**src/sv/sawc_pkg.sv**
```systemverilog
`default_nettype none

package sawc_pkg;

    localparam int unsigned QUEUE_DEPTH_DEF = 2;

    // request codes
    localparam logic [1:0] REQ_SEND  = 2'd0;
    localparam logic [1:0] REQ_RX    = 2'd1;
    localparam logic [1:0] REQ_TIMER = 2'd2;

    // frame kinds
    localparam logic [1:0] KIND_DATA     = 2'd0;
    localparam logic [1:0] KIND_ACK      = 2'd1;
    localparam logic [1:0] KIND_DATA_ACK = 2'd2;
    localparam logic [1:0] KIND_BAD      = 2'd3;

    // timer commands
    localparam logic [1:0] TMR_NONE  = 2'd0;
    localparam logic [1:0] TMR_START = 2'd1;
    localparam logic [1:0] TMR_STOP  = 2'd2;

    // x^k mod (x^3 + x^2 + 1), period seven
    localparam logic [2:0] XPOW [0:6] = '{3'b001, 3'b010, 3'b100, 3'b101,
                                          3'b111, 3'b011, 3'b110};

    // remainder contributions of a one in bit 0 of the ack and seq fields
    localparam logic [2:0] CRC_ACK_TERM = 3'b110;
    localparam logic [2:0] CRC_SEQ_TERM = 3'b101;

    typedef enum logic [1:0] {
        OP_NONE  = 2'd0,
        OP_SEND  = 2'd1,
        OP_RX    = 2'd2,
        OP_TIMER = 2'd3
    } op_t;

    // classified word handed from front to back
    typedef struct packed {
        op_t         op;
        logic        ack_part;
        logic        data_part;
        logic        data_ack;
        logic        sound;
        logic        ack_is_zero;
        logic        ack_is_one;
        logic        seq_is_zero;
        logic        seq_is_one;
        logic [23:0] payload;
        logic [1:0]  len;
        logic [2:0]  base_crc;
    } entry_t;

    // leading zeros leave the remainder at zero, so the message is right aligned
    function automatic logic [2:0] crc3_word(input logic [43:0] msg);
        logic [2:0] rem;
        rem = '0;
        for (int i = 0; i < 44; i++) begin
            if (msg[i])
                rem = rem ^ XPOW[(i + 3) % 7];
        end
        return rem;
    endfunction

    function automatic logic [23:0] keep_bytes(input logic [23:0] p, input logic [1:0] len);
        logic [23:0] r;
        case (len)
            2'd0:    r = 24'h000000;
            2'd1:    r = p & 24'hFF0000;
            2'd2:    r = p & 24'hFFFF00;
            default: r = p;
        endcase
        return r;
    endfunction

    function automatic logic [23:0] align_bytes(input logic [23:0] p, input logic [1:0] len);
        logic [23:0] r;
        case (len)
            2'd0:    r = 24'h000000;
            2'd1:    r = {16'h0000, p[23:16]};
            2'd2:    r = {8'h00, p[23:8]};
            default: r = p;
        endcase
        return r;
    endfunction

endpackage

`default_nettype wire

```
**src/sv/sawc_req_if.sv**
```systemverilog
`default_nettype none

interface sawc_req_if;
    logic        valid;
    logic        ready;
    logic [1:0]  req_type;
    logic [23:0] payload_bytes;
    logic [1:0]  payload_len;
    logic [1:0]  rx_kind;
    logic [9:0]  rx_seq;
    logic [9:0]  rx_ack;
    logic [2:0]  rx_crc;

    modport source (output valid, req_type, payload_bytes, payload_len, rx_kind,
                    rx_seq, rx_ack, rx_crc, input ready);
    modport sink (input valid, req_type, payload_bytes, payload_len, rx_kind,
                  rx_seq, rx_ack, rx_crc, output ready);
endinterface

`default_nettype wire

```
**src/sv/sawc_rsp_if.sv**
```systemverilog
`default_nettype none

interface sawc_rsp_if;
    logic        valid;
    logic        ready;
    logic        tx_valid;
    logic [1:0]  tx_kind;
    logic [9:0]  tx_seq;
    logic [9:0]  tx_ack;
    logic [2:0]  tx_crc;
    logic [23:0] tx_payload;
    logic [1:0]  tx_len;
    logic        deliver_valid;
    logic [23:0] deliver_payload;
    logic [1:0]  deliver_len;
    logic [1:0]  timer_cmd;

    modport source (output valid, tx_valid, tx_kind, tx_seq, tx_ack, tx_crc, tx_payload,
                    tx_len, deliver_valid, deliver_payload, deliver_len, timer_cmd,
                    input ready);
    modport sink (input valid, tx_valid, tx_kind, tx_seq, tx_ack, tx_crc, tx_payload,
                  tx_len, deliver_valid, deliver_payload, deliver_len, timer_cmd,
                  output ready);
endinterface

`default_nettype wire

```
**src/sv/sawc_front.sv**
```systemverilog
`default_nettype none

module sawc_front
    import sawc_pkg::*;
(
    sawc_req_if.sink req,
    input  logic     q_ready,
    output logic     q_push,
    output entry_t   q_entry
);

    logic [23:0] pay;
    logic [23:0] pay_aligned;
    logic [2:0]  rx_rem;

    assign pay         = keep_bytes(req.payload_bytes, req.payload_len);
    assign pay_aligned = align_bytes(pay, req.payload_len);
    assign rx_rem      = crc3_word({pay_aligned, req.rx_ack, req.rx_seq});

    assign req.ready = q_ready;
    assign q_push    = req.valid && q_ready;

    always_comb
    begin
        q_entry = '0;
        unique case (req.req_type)
            REQ_SEND:  q_entry.op = OP_SEND;
            REQ_RX:    q_entry.op = (req.rx_kind == KIND_BAD) ? OP_NONE : OP_RX;
            REQ_TIMER: q_entry.op = OP_TIMER;
            default:   q_entry.op = OP_NONE;
        endcase
        q_entry.ack_part    = (req.rx_kind == KIND_ACK) || (req.rx_kind == KIND_DATA_ACK);
        q_entry.data_part   = (req.rx_kind == KIND_DATA) || (req.rx_kind == KIND_DATA_ACK);
        q_entry.data_ack    = (req.rx_kind == KIND_DATA_ACK);
        q_entry.sound       = (rx_rem == req.rx_crc);
        q_entry.ack_is_zero = (req.rx_ack == 10'd0);
        q_entry.ack_is_one  = (req.rx_ack == 10'd1);
        q_entry.seq_is_zero = (req.rx_seq == 10'd0);
        q_entry.seq_is_one  = (req.rx_seq == 10'd1);
        q_entry.payload     = pay;
        q_entry.len         = req.payload_len;
        // remainder with zero ack and seq; back end folds in its own bits
        q_entry.base_crc    = crc3_word({pay_aligned, 20'd0});
    end

endmodule

`default_nettype wire

```
**src/sv/sawc_queue.sv**
```systemverilog
`default_nettype none

module sawc_queue
    import sawc_pkg::*;
#(
    parameter int unsigned DEPTH = QUEUE_DEPTH_DEF
)
(
    input  logic   clk,
    input  logic   rst_n,
    input  logic   push,
    input  entry_t din,
    output logic   not_full,
    input  logic   pop,
    output entry_t dout,
    output logic   not_empty
);

    localparam int unsigned PW = (DEPTH > 1) ? $clog2(DEPTH) : 1;
    localparam int unsigned CW = $clog2(DEPTH + 1);
    localparam logic [PW-1:0] LAST = PW'(DEPTH - 1);
    localparam logic [CW-1:0] FULL = CW'(DEPTH);

    entry_t        mem_reg [DEPTH];
    logic [PW-1:0] wr_ptr_reg, wr_ptr_next;
    logic [PW-1:0] rd_ptr_reg, rd_ptr_next;
    logic [CW-1:0] count_reg, count_next;

    assign not_full  = (count_reg != FULL);
    assign not_empty = (count_reg != '0);
    assign dout      = mem_reg[rd_ptr_reg];

    always_comb
    begin
        wr_ptr_next = wr_ptr_reg;
        rd_ptr_next = rd_ptr_reg;
        count_next  = count_reg;
        if (push)
        begin
            wr_ptr_next = (wr_ptr_reg == LAST) ? '0 : wr_ptr_reg + 1'b1;
        end
        if (pop)
        begin
            rd_ptr_next = (rd_ptr_reg == LAST) ? '0 : rd_ptr_reg + 1'b1;
        end
        if (push && !pop)
        begin
            count_next = count_reg + 1'b1;
        end
        else if (pop && !push)
        begin
            count_next = count_reg - 1'b1;
        end
    end

    always_ff @(posedge clk or negedge rst_n)
    begin
        if (!rst_n)
        begin
            wr_ptr_reg <= '0;
            rd_ptr_reg <= '0;
            count_reg  <= '0;
        end
        else
        begin
            wr_ptr_reg <= wr_ptr_next;
            rd_ptr_reg <= rd_ptr_next;
            count_reg  <= count_next;
        end
    end

    always_ff @(posedge clk)
    begin
        if (push)
        begin
            mem_reg[wr_ptr_reg] <= din;
        end
    end

endmodule

`default_nettype wire

```
**src/sv/sawc_back.sv**
```systemverilog
`default_nettype none

module sawc_back
    import sawc_pkg::*;
(
    input  logic       clk,
    input  logic       rst_n,
    input  logic       cfg_wr_en,
    input  logic       cfg_wr_data,
    input  logic       q_valid,
    input  entry_t     q_entry,
    output logic       q_pop,
    sawc_rsp_if.source rsp
);

    typedef struct packed {
        logic        tx_valid;
        logic [1:0]  tx_kind;
        logic [9:0]  tx_seq;
        logic [9:0]  tx_ack;
        logic [2:0]  tx_crc;
        logic [23:0] tx_payload;
        logic [1:0]  tx_len;
        logic        deliver_valid;
        logic [23:0] deliver_payload;
        logic [1:0]  deliver_len;
        logic [1:0]  timer_cmd;
    } res_t;

    logic        piggy_reg;
    logic        ready_to_send_reg, ready_to_send_next;
    logic        send_seq_reg, send_seq_next;
    logic        recv_ack_reg, recv_ack_next;
    logic        ack_owed_reg, ack_owed_next;
    logic [1:0]  held_kind_reg, held_kind_next;
    logic        held_seq_reg, held_seq_next;
    logic        held_ack_reg, held_ack_next;
    logic [2:0]  held_crc_reg, held_crc_next;
    logic [23:0] held_payload_reg, held_payload_next;
    logic [1:0]  held_len_reg, held_len_next;
    logic        out_valid_reg;
    res_t        out_reg;
    res_t        res_next;

    logic load;
    logic ack_match;
    logic expected;
    logic send_ack;
    logic data_ack_bit;

    assign load  = q_valid && (!out_valid_reg || rsp.ready);
    assign q_pop = load;

    // full ten-bit compares were done in the front end
    assign ack_match = q_entry.sound && (send_seq_reg ? q_entry.ack_is_one : q_entry.ack_is_zero);
    assign expected  = recv_ack_reg ? q_entry.seq_is_zero : q_entry.seq_is_one;

    always_comb
    begin
        res_next           = '0;
        ready_to_send_next = ready_to_send_reg;
        send_seq_next      = send_seq_reg;
        recv_ack_next      = recv_ack_reg;
        ack_owed_next      = ack_owed_reg;
        held_kind_next     = held_kind_reg;
        held_seq_next      = held_seq_reg;
        held_ack_next      = held_ack_reg;
        held_crc_next      = held_crc_reg;
        held_payload_next  = held_payload_reg;
        held_len_next      = held_len_reg;
        send_ack           = 1'b0;
        data_ack_bit       = ack_owed_reg && recv_ack_reg;

        unique case (q_entry.op)
            OP_SEND:
            begin
                if (ready_to_send_reg)
                begin
                    ready_to_send_next = 1'b0;
                    ack_owed_next      = 1'b0;
                    held_kind_next     = ack_owed_reg ? KIND_DATA_ACK : KIND_DATA;
                    held_seq_next      = send_seq_reg;
                    held_ack_next      = data_ack_bit;
                    held_crc_next      = q_entry.base_crc
                                       ^ (data_ack_bit ? CRC_ACK_TERM : 3'b000)
                                       ^ (send_seq_reg ? CRC_SEQ_TERM : 3'b000);
                    held_payload_next  = q_entry.payload;
                    held_len_next      = q_entry.len;
                    res_next.tx_valid   = 1'b1;
                    res_next.tx_kind    = held_kind_next;
                    res_next.tx_seq     = {9'd0, send_seq_reg};
                    res_next.tx_ack     = {9'd0, data_ack_bit};
                    res_next.tx_crc     = held_crc_next;
                    res_next.tx_payload = q_entry.payload;
                    res_next.tx_len     = q_entry.len;
                    res_next.timer_cmd  = TMR_START;
                end
            end
            OP_TIMER:
            begin
                // resend even with nothing outstanding
                held_kind_next      = KIND_DATA;
                res_next.tx_valid   = 1'b1;
                res_next.tx_kind    = KIND_DATA;
                res_next.tx_seq     = {9'd0, held_seq_reg};
                res_next.tx_ack     = {9'd0, held_ack_reg};
                res_next.tx_crc     = held_crc_reg;
                res_next.tx_payload = held_payload_reg;
                res_next.tx_len     = held_len_reg;
                res_next.timer_cmd  = TMR_START;
            end
            OP_RX:
            begin
                if (q_entry.ack_part && ack_match)
                begin
                    ready_to_send_next = 1'b1;
                    send_seq_next      = ~send_seq_reg;
                    res_next.timer_cmd = TMR_STOP;
                end
                if (q_entry.data_part)
                begin
                    if (expected && q_entry.sound)
                    begin
                        recv_ack_next            = ~recv_ack_reg;
                        res_next.deliver_valid   = 1'b1;
                        res_next.deliver_payload = q_entry.payload;
                        res_next.deliver_len     = q_entry.len;
                        if (q_entry.data_ack || piggy_reg)
                        begin
                            ack_owed_next = 1'b1;
                        end
                    end
                    else if (q_entry.sound && (q_entry.data_ack || piggy_reg))
                    begin
                        ack_owed_next = 1'b0;
                        send_ack      = 1'b1;
                    end
                    // plain data without piggybacking is always acked, corrupt too
                    if (!q_entry.data_ack && !piggy_reg)
                    begin
                        send_ack = 1'b1;
                    end
                end
                if (send_ack)
                begin
                    res_next.tx_valid   = 1'b1;
                    res_next.tx_kind    = KIND_ACK;
                    res_next.tx_seq     = 10'd0;
                    res_next.tx_ack     = {9'd0, recv_ack_next};
                    res_next.tx_crc     = q_entry.base_crc
                                        ^ (recv_ack_next ? CRC_ACK_TERM : 3'b000);
                    res_next.tx_payload = q_entry.payload;
                    res_next.tx_len     = q_entry.len;
                end
            end
            default:
            begin
                res_next = '0;
            end
        endcase
    end

    always_ff @(posedge clk or negedge rst_n)
    begin
        if (!rst_n)
        begin
            piggy_reg         <= 1'b0;
            ready_to_send_reg <= 1'b1;
            send_seq_reg      <= 1'b0;
            recv_ack_reg      <= 1'b1;
            ack_owed_reg      <= 1'b0;
            held_kind_reg     <= KIND_DATA;
            held_seq_reg      <= 1'b0;
            held_ack_reg      <= 1'b0;
            held_crc_reg      <= 3'd0;
            held_payload_reg  <= 24'd0;
            held_len_reg      <= 2'd0;
            out_valid_reg     <= 1'b0;
        end
        else
        begin
            if (cfg_wr_en)
            begin
                piggy_reg <= cfg_wr_data;
            end
            if (load)
            begin
                ready_to_send_reg <= ready_to_send_next;
                send_seq_reg      <= send_seq_next;
                recv_ack_reg      <= recv_ack_next;
                ack_owed_reg      <= ack_owed_next;
                held_kind_reg     <= held_kind_next;
                held_seq_reg      <= held_seq_next;
                held_ack_reg      <= held_ack_next;
                held_crc_reg      <= held_crc_next;
                held_payload_reg  <= held_payload_next;
                held_len_reg      <= held_len_next;
                out_valid_reg     <= 1'b1;
            end
            else if (rsp.ready)
            begin
                out_valid_reg <= 1'b0;
            end
        end
    end

    always_ff @(posedge clk)
    begin
        if (load)
        begin
            out_reg <= res_next;
        end
    end

    assign rsp.valid           = out_valid_reg;
    assign rsp.tx_valid        = out_reg.tx_valid;
    assign rsp.tx_kind         = out_reg.tx_kind;
    assign rsp.tx_seq          = out_reg.tx_seq;
    assign rsp.tx_ack          = out_reg.tx_ack;
    assign rsp.tx_crc          = out_reg.tx_crc;
    assign rsp.tx_payload      = out_reg.tx_payload;
    assign rsp.tx_len          = out_reg.tx_len;
    assign rsp.deliver_valid   = out_reg.deliver_valid;
    assign rsp.deliver_payload = out_reg.deliver_payload;
    assign rsp.deliver_len     = out_reg.deliver_len;
    assign rsp.timer_cmd       = out_reg.timer_cmd;

    a_send_blocks: assert property (@(posedge clk) disable iff (!rst_n)
        (load && q_entry.op == OP_SEND && res_next.timer_cmd == TMR_START)
        |=> !ready_to_send_reg)
        else $error("send did not clear ready to send");

    a_stop_frees: assert property (@(posedge clk) disable iff (!rst_n)
        (load && res_next.timer_cmd == TMR_STOP) |=> ready_to_send_reg)
        else $error("timer stop without ready to send");

    a_deliver_flips: assert property (@(posedge clk) disable iff (!rst_n)
        (load && res_next.deliver_valid) |=> (recv_ack_reg != $past(recv_ack_reg)))
        else $error("delivery without ack bit toggle");

endmodule

`default_nettype wire

```
**src/sv/stop_and_wait_arq_crc3_entity_top.sv**
```systemverilog
`default_nettype none

// channel | dir | handshake        | word
// req     | in  | valid/ready      | request: type, payload, len, rx frame fields
// rsp     | out | valid/ready      | result: tx frame, delivery, timer command
// cfg     | in  | cfg_wr_en strobe | piggyback enable
//
// one word per cycle sustained while rsp takes results; a result passes through a queue entry,
// then the output register, and holds on rsp until taken
// reset sets the protocol flags to their start values and clears the held frame; the queue comes up empty
// a stalled result holds in the output register while the queue takes up to
// QUEUE_DEPTH more words, then req.ready drops

module stop_and_wait_arq_crc3_entity_top
    import sawc_pkg::*;
#(
    parameter int unsigned QUEUE_DEPTH = QUEUE_DEPTH_DEF
)
(
    input  logic       clk,
    input  logic       rst_n,
    input  logic       cfg_wr_en,
    input  logic       cfg_wr_data,
    sawc_req_if.sink   req,
    sawc_rsp_if.source rsp
);

    entry_t push_entry;
    entry_t pop_entry;
    logic   q_push;
    logic   q_not_full;
    logic   q_pop;
    logic   q_not_empty;

    sawc_front u_front (
        .req     (req),
        .q_ready (q_not_full),
        .q_push  (q_push),
        .q_entry (push_entry)
    );

    sawc_queue #(
        .DEPTH (QUEUE_DEPTH)
    ) u_queue (
        .clk       (clk),
        .rst_n     (rst_n),
        .push      (q_push),
        .din       (push_entry),
        .not_full  (q_not_full),
        .pop       (q_pop),
        .dout      (pop_entry),
        .not_empty (q_not_empty)
    );

    sawc_back u_back (
        .clk         (clk),
        .rst_n       (rst_n),
        .cfg_wr_en   (cfg_wr_en),
        .cfg_wr_data (cfg_wr_data),
        .q_valid     (q_not_empty),
        .q_entry     (pop_entry),
        .q_pop       (q_pop),
        .rsp         (rsp)
    );

endmodule

`default_nettype wire
```
**src/flat_wrapper.sv**
```systemverilog
// flat-port wrapper written by rule: the top's interface ports become plain ports
module stop_and_wait_arq_crc3_entity_top_flat import sawc_pkg::*;
#(
    parameter int unsigned QUEUE_DEPTH = QUEUE_DEPTH_DEF
)
  (clk, rst_n, cfg_wr_en, cfg_wr_data, req_valid, req_req_type, req_payload_bytes, req_payload_len, req_rx_kind, req_rx_seq, req_rx_ack, req_rx_crc, req_ready, rsp_valid, rsp_tx_valid, rsp_tx_kind, rsp_tx_seq, rsp_tx_ack, rsp_tx_crc, rsp_tx_payload, rsp_tx_len, rsp_deliver_valid, rsp_deliver_payload, rsp_deliver_len, rsp_timer_cmd, rsp_ready);
  sawc_req_if req_i ();
  sawc_rsp_if rsp_i ();
  input  logic clk;
  input  logic rst_n;
  input  logic cfg_wr_en;
  input  logic cfg_wr_data;
  input wire logic [$bits(req_i.valid)-1:0] req_valid;
  input wire logic [$bits(req_i.req_type)-1:0] req_req_type;
  input wire logic [$bits(req_i.payload_bytes)-1:0] req_payload_bytes;
  input wire logic [$bits(req_i.payload_len)-1:0] req_payload_len;
  input wire logic [$bits(req_i.rx_kind)-1:0] req_rx_kind;
  input wire logic [$bits(req_i.rx_seq)-1:0] req_rx_seq;
  input wire logic [$bits(req_i.rx_ack)-1:0] req_rx_ack;
  input wire logic [$bits(req_i.rx_crc)-1:0] req_rx_crc;
  output wire logic [$bits(req_i.ready)-1:0] req_ready;
  output wire logic [$bits(rsp_i.valid)-1:0] rsp_valid;
  output wire logic [$bits(rsp_i.tx_valid)-1:0] rsp_tx_valid;
  output wire logic [$bits(rsp_i.tx_kind)-1:0] rsp_tx_kind;
  output wire logic [$bits(rsp_i.tx_seq)-1:0] rsp_tx_seq;
  output wire logic [$bits(rsp_i.tx_ack)-1:0] rsp_tx_ack;
  output wire logic [$bits(rsp_i.tx_crc)-1:0] rsp_tx_crc;
  output wire logic [$bits(rsp_i.tx_payload)-1:0] rsp_tx_payload;
  output wire logic [$bits(rsp_i.tx_len)-1:0] rsp_tx_len;
  output wire logic [$bits(rsp_i.deliver_valid)-1:0] rsp_deliver_valid;
  output wire logic [$bits(rsp_i.deliver_payload)-1:0] rsp_deliver_payload;
  output wire logic [$bits(rsp_i.deliver_len)-1:0] rsp_deliver_len;
  output wire logic [$bits(rsp_i.timer_cmd)-1:0] rsp_timer_cmd;
  input wire logic [$bits(rsp_i.ready)-1:0] rsp_ready;
  assign req_i.valid = req_valid;
  assign req_i.req_type = req_req_type;
  assign req_i.payload_bytes = req_payload_bytes;
  assign req_i.payload_len = req_payload_len;
  assign req_i.rx_kind = req_rx_kind;
  assign req_i.rx_seq = req_rx_seq;
  assign req_i.rx_ack = req_rx_ack;
  assign req_i.rx_crc = req_rx_crc;
  assign req_ready = req_i.ready;
  assign rsp_valid = rsp_i.valid;
  assign rsp_tx_valid = rsp_i.tx_valid;
  assign rsp_tx_kind = rsp_i.tx_kind;
  assign rsp_tx_seq = rsp_i.tx_seq;
  assign rsp_tx_ack = rsp_i.tx_ack;
  assign rsp_tx_crc = rsp_i.tx_crc;
  assign rsp_tx_payload = rsp_i.tx_payload;
  assign rsp_tx_len = rsp_i.tx_len;
  assign rsp_deliver_valid = rsp_i.deliver_valid;
  assign rsp_deliver_payload = rsp_i.deliver_payload;
  assign rsp_deliver_len = rsp_i.deliver_len;
  assign rsp_timer_cmd = rsp_i.timer_cmd;
  assign rsp_i.ready = rsp_ready;
  stop_and_wait_arq_crc3_entity_top #(.QUEUE_DEPTH(QUEUE_DEPTH)) u_core (.clk(clk), .rst_n(rst_n), .cfg_wr_en(cfg_wr_en), .cfg_wr_data(cfg_wr_data), .req(req_i), .rsp(rsp_i));
endmodule
```
**config.mk**
```make
export PLATFORM = sky130hd
export DESIGN_NAME = stop_and_wait_arq_crc3_entity_top_flat
export DESIGN_NICKNAME = d
export VERILOG_FILES = /design/src/sv/sawc_pkg.sv /design/src/sv/sawc_req_if.sv /design/src/sv/sawc_rsp_if.sv /design/src/sv/sawc_front.sv /design/src/sv/sawc_queue.sv /design/src/sv/sawc_back.sv /design/src/sv/stop_and_wait_arq_crc3_entity_top.sv /design/src/flat_wrapper.sv
export SDC_FILE = /design/constraint.sdc
export NUM_CORES = 1
export LEC_CHECK = 0
export BUFFER_PORTS_ARGS = -buffer_cell sky130_fd_sc_hd__buf_2
export CAP_MARGIN = 25
export CORE_ASPECT_RATIO = 0.7
export CORE_MARGIN = 8
export CORE_UTILIZATION = 56
export DETAILED_ROUTE_END_ITERATION = 8
export GPL_ROUTABILITY_DRIVEN = 1
export HOLD_SLACK_MARGIN = 0.08
export MAX_ROUTING_LAYER = met4
export PLACE_DENSITY_LB_ADDON = 0.12
export REMOVE_ABC_BUFFERS = 1
export SETUP_SLACK_MARGIN = 0.5
export SYNTH_ARGS = -nofsm -noshare
export SYNTH_HDL_FRONTEND = slang
export SYNTH_SLANG_ARGS = --single-unit
```
**constraint.sdc**
```tcl
create_clock -name clk -period 3.7 [get_ports clk]
set_input_delay 0.37 -clock clk [delete_from_list [all_inputs] [get_ports clk]]
set_output_delay 0.37 -clock clk [all_outputs]
set_load 0.05 [all_outputs]
```
== Word level (Yosys, flattened, before mapping) ==
Memories as Yosys holds them, arrays and structs flattened.
Index checks and enable logic that the tools add are counted.
Widths: inputs -> output; s select.

* Eq/ne operators: 19
* Muxes and demuxes: 109
* $add $sub $neg: 4
* Reductions and logical operators: 35
* Bitwise operators: 71

{| class="wikitable"
|+ Operator list
! cell !! number
|-
| $pmux 52 s3 || 1
|-
| $pmux 24 s3 || 2
|-
| $mux 3 || 44
|-
| $mux 52 || 2
|-
| $not 2->2 || 28
|-
| $mux 2 || 23
|-
| $not 3->3 || 11
|-
| $mux 1 || 32
|-
| $not 1->1 || 29
|-
| $mux 27 || 1
|-
| $eq 10x1->1 const B || 2
|-
| $logic_not 10->1 || 2
|-
| $eq 2x2->1 const B || 6
|-
| $pmux 2 s3 || 2
|-
| $reduce_and 3->1 || 4
|-
| $logic_and 1x1->1 || 10
|-
| $xor 3x3->3 || 3
|-
| $eq 2x1->1 const B || 4
|-
| $reduce_bool 2->1 || 4
|-
| $logic_not 2->1 || 3
|-
| $ne 2x2->1 const B || 3
|-
| $ne 3x3->1 const B || 2
|-
| $reduce_and 6->1 || 1
|-
| $logic_not 1->1 || 5
|-
| other kinds (8) || 14
|}

* Memories kept: 1
* Bits in registers: 122
* Output and inout port bits: 83
* Input bits: 59
* RAM bits: 78
* Word-level logic and storage cells: 264

{| class="wikitable"
|+ Memories
! name !! words !! width !! read ports !! clocked after memory_dff !! write ports !! RTL line !! text
|-
| u_core.u_queue.mem_reg || 2 || 39 || 1 || 0 || 1 || sawc_queue.sv:24 || <nowiki>entry_t mem_reg [DEPTH];</nowiki>
|}

== Depth between registers and ports, before layout ==
* Depth in word-level cells: 76
* Gate-level depth with buffers: 12
* Depth with buffers taken out: 8

== Cells and area by module ==
Synthesis repeated with hierarchy kept, for this count alone.

* Cells, all modules: 592
* Area total of the unflattened synthesis: 8575.7 um^2

{| class="wikitable"
|+ By module, submodules not included
! module !! seq. area each (um^2) !! instances !! cells each !! area an instance (um^2)
|-
| sawc_back || 2820.2 || 1 || 287 || 4232.8
|-
| sawc_queue || 2442.3 || 1 || 137 || 3015.4
|-
| sawc_front || 0.0 || 1 || 168 || 1327.5
|}

== Worst setup path after synthesis ==
Ideal clock, no wire load.

* Path type: reg-to-reg
* Start: register u_core.u_queue.count_reg[0]
* End: memory u_core.u_queue.mem_reg[0][0] (netlist name) (enable)
* Library setup time: 0.435 ns
* Path slack: 0.424 ns
* Data required time: 3.265 ns
* Stages on the path, launching flop included: 5
* Buffers on the path: 1
* Clock period less this slack: 3.276 ns
* Arrival time: 2.840 ns
* Cells stage by stage: dfrtp_1 -> clkbuf_1 -> nand2b_1 -> nand2_1 -> nor2_1

* Word-level cells in the longest chain between the ends: 4

{| class="wikitable"
|+ RTL lines
! what !! RTL line !! text
|-
| start, declared || sawc_queue.sv:27 || <nowiki>logic [CW-1:0] count_reg, count_next;</nowiki>
|-
| start signal, assigned || sawc_queue.sv:68 || <nowiki>count_reg <= count_next;</nowiki>
|-
| $ne 2x2->1 || sawc_queue.sv:29 || <nowiki>assign not_full = (count_reg != FULL);</nowiki>
|-
| named net req_ready || flat_wrapper.sv:21 || <nowiki>output wire logic [$bits(req_i.ready)-1:0] req_ready;</nowiki>
|-
| $logic_and 1x1->1 || sawc_front.sv:21 || <nowiki>assign q_push = req.valid && q_ready;</nowiki>
|-
| $mux 1 || sawc_queue.sv:74 || <nowiki>if (push)</nowiki>
|-
| $mux 1 (not written as such) || sawc_queue.sv:76 || <nowiki>mem_reg[wr_ptr_reg] <= din;</nowiki>
|-
| end, declared || sawc_queue.sv:24 ||
|}

The timed path passes the listed nets, and every way through them passes these cells.

==> impl_results.md <==
- Clock slew seen by the registers of the worst setup and hold paths: 0.07 ns
- Final worst-path cycle share: 0.7587
- Clock Latency Late Sink: 0.43 ns
- CTS tree: done
- Hold Path End: u_core.u_back.piggy_reg$_DFFE_PN0P_
- Cell Area, Synth: 8268 µm²
- Seq/Total Area, Yosys: 0.6365
- Critical path data arrival time: 2.97 ns
- CTS root buffer: clkbuf_16
- Vias in the first global route: 5376
- Worst hold-check path type: input port to register
- Post-Synth Adder-Cell Area: 0.01513
- Critical hold path startpoint: cfg_wr_data
- Post-CTS sizing: 0
- Leading area contributor after synthesis: edfxtp_1
- Chip Height: 117.7 µm
- Vias: 5145
- Worst Skew: 0.01325 ns
- Run status: complete, no violations
- Leakage: 4.057 nW
- Largest register FFs: 78
- Gate Count Post-Synth: 638
- Post-route ant nets: 0
- #FFs+latches synth: 182
- Largest net degree at the start of global routing: 59
- Synth area leaders: edfxtp_1, dfrtp_1, xnor2_1
- Setup TNS: 0 ns
- Filler instances: 1102
- Final max-slew violation count: 0
- Final net count: 828
- Simple-gate share of the synthesized area: 0.08959
- Initial antenna violation count: 0
- Share of cells above drive strength 1: 0.2396
- Width of the die: 161.2 µm
- Total wire length: 17120 µm
- Setup crit end kind: register
- Critical path required time: 3.86 ns
- Clock sinks: 182
- Die area: 18970 µm²
- Hold Fails Final Rpt: 0
- Largest family of logic cells by synthesized area: simple AND/OR/NAND/NOR gates
- Total CTS buffers: 17
- Ys Warns: 0
- Post-DR vias/cell: 5.321
- R2R cell count: 9
- Synth top area share: 0.5121
- GPL Wtd Cong: 0.8491
- # rows: 37
- Overflow after GRT: 0
- Startpoint Class: register
- Compound-Gate Fraction of Synth Area: 0.07461
- Synth async-reset ratio: 0.2253
- Post-synth EDFFs: 141
- # diodes: 0
- Area Overhead vs Synth: 16.68%
- Core ar.: 14580 µm²
- Count of cell types in the netlist: 48
- IO Port Bufs: 123
- Starting Density: 0.5670
- Iter 0 DRT Violations: 362
- Pre-antenna DRT Iters: 6
- H-tree levels: 4
- PwrDens: 860.2 nW/µm²
- Pwr Total: 8.298 mW
- Worst-path fanout max: 26
- Post-Syn Area per Cell: 12.96 µm²
- Num ports: 142
- Period minus WS final: 2.807 ns
- Synth Flop Type: edfxtp_1
- Worst r2r src: u_core.u_queue.rd_ptr_reg$_DFFE_PN0P_
- Rel. slew slack: 0.4410
- Setup-failing EPs final: 0
- Clock Tree Buf Depth: 2
- RSZ-0062 raised after global routing: no
- Maximum clock frequency: 356.2 MHz
- Slew @ Worst Pin: 0.8386 ns
- Wirelength per Cell: 17.70 µm
- R2R Path End: u_core.u_back.rsp.tx_payload[13]$_DFFE_PP_
- Worst R2R Setup Slack: 0.89 ns
- GRT Util Overall: 0.1883
- Post-detail-place hpwl: 11840 µm
- Critical path class: register to register
- # DRC: 0
- Maxcap violations: 0
- Max VDD drop: 0.4585 mV
- First-pass GRT wire length: 27270 µm
- Post-synthesis mux area share: 0.05902
- Worst Hold Depth: 2
- Post-Synth XOR/XNOR Area: 0.08505
[critical path: stages, from the launching register on]
cell and delay (ns):
dfrtp_2 0.71, mux2i_1 0.36, inv_1 0.12, ha_1 0.25, o21ai_1 0.19, inv_1 0.17
nor2_2 0.10, buf_4 0.34, a2bb2oi_1 0.22, nor2_1 0.06
[routing by layer]
metal,up-vias,wire length (µm),global-route usage
met5,-,0,-
met4,0,223,0.06228
met3,18,1065,0.05031
met2,178,7963,0.2895
met1,2482,7866,0.2396
li1,2467,-,-
[power breakdown]
group	switching (mW)	internal, mW	leakage [nW]
clock	0.793	1.02	0.286
combinational	2.24	0.925	1.87
sequential	0.291	3.03	1.90
total	3.33	4.97	4.06
[synthesized netlist by cell type, drive strengths merged (2+ instances only)]
library cell and n:
a21oi 12, a222oi 2, a22oi 4, a2bb2oi 26, and2 9, and3 12
buf 27, clkbuf 23, dfrtp 39, dfstp 2, edfxtp 141, ha 10
inv 14, mux2 9, mux2i 36, nand2 48, nand2b 3, nand3 3
nor2 71, nor2b 13, nor3 3, nor4 3, o21ai 37, o22ai 2
xnor2 56, xor2 20
[kinds of logic (layout without fill, tap and decap cells)]
group                    Yosys count  count (layout)
XOR/XNOR                          77              77
adder cells (fa/ha/maj)           10              10
AND/OR/NAND/NOR                  167             167
multiplexers                      46              46
AO/OA/AOI/OAI                     91              91
buffers and inverters             64             181
other                              1              18
flip-flops                       182             182
[timing repair]
item	CTS	global route
endpoints found under the setup margin	0	0
hold endpoints to repair	0	21
hold buffers	0	1
setup buffers	0	0
[layout by cell type, fill, tap and decap left out, types with 2 or more instances in the layout]
master        n
inv_1        13
buf_4         9
nand2_1      48
inv_8         2
conb_1       18
nor3_1        3
clkinv_4      2
nor2b_1      13
o21ai_0      35
clkinvlp_4    2
nor2_1       69
dfstp_2       2
o22ai_1       2
dfrtp_1      38
bufinv_16     2
o21ai_1       2
mux2_2        7
nor4_1        3
xnor2_1      54
inv_6         5
ha_1         10
edfxtp_1    141
a21oi_1      12
and3_1       11
nand2b_1      3
clkbuf_16    17
a2bb2oi_1    26
xnor2_2       2
and2_1        9
buf_2       123
nand3_1       3
a222oi_1      2
xor2_1       20
a22oi_1       3
mux2i_1      36
[layout make-up]
| class | instances | area [µm²] | area share |
|---|---|---|---|
| sequential | 182 | 5264 | 0.5457 |
| multi-input combinational | 409 | 2753 | 0.2853 |
| timing repair buffer | 135 | 740.7 | 0.07678 |
| clock buffer | 18 | 429.2 | 0.04449 |
| tap | 195 | 244.0 | 0.02529 |
| clock inverter | 14 | 163.9 | 0.01699 |
| inverter | 14 | 52.55 | 0.005447 |
[stage by stage]
stage,utilization,setup slack (ns),hold slack (ns),instances,cell area (µm²)
floorplan,-,0.008490,0.07441,605,8056
global placement,0.6169,0.9453,0.4622,932,8996
detailed placement,0.6169,0.8055,0.4676,932,8996
CTS,0.6576,0.8906,0.1220,964,9589
global route,0.6615,0.6824,0.1851,967,9647
finish,0.6615,0.8928,0.1810,967,9647
[worst max path at each step]
stage,start,end
after floorplan,u_core.u_queue.rd_ptr_reg$_DFFE_PN0P_,u_core.u_back.rsp.tx_len[0]$_DFFE_PP_
after global placement,req_payload_len[0],u_core.u_queue.mem_reg[0][33]$_DFFE_PP_
after detailed placement,req_payload_len[0],u_core.u_queue.mem_reg[1][33]$_DFFE_PP_
after CTS,u_core.u_queue.rd_ptr_reg$_DFFE_PN0P_,u_core.u_back.rsp.tx_payload[12]$_DFFE_PP_
after global routing,u_core.u_queue.rd_ptr_reg$_DFFE_PN0P_,u_core.u_back.rsp.tx_payload[16]$_DFFE_PP_
final,u_core.u_queue.rd_ptr_reg$_DFFE_PN0P_,u_core.u_back.rsp.tx_payload[13]$_DFFE_PP_
No activity file was read; power rests on OpenSTA's default activity.
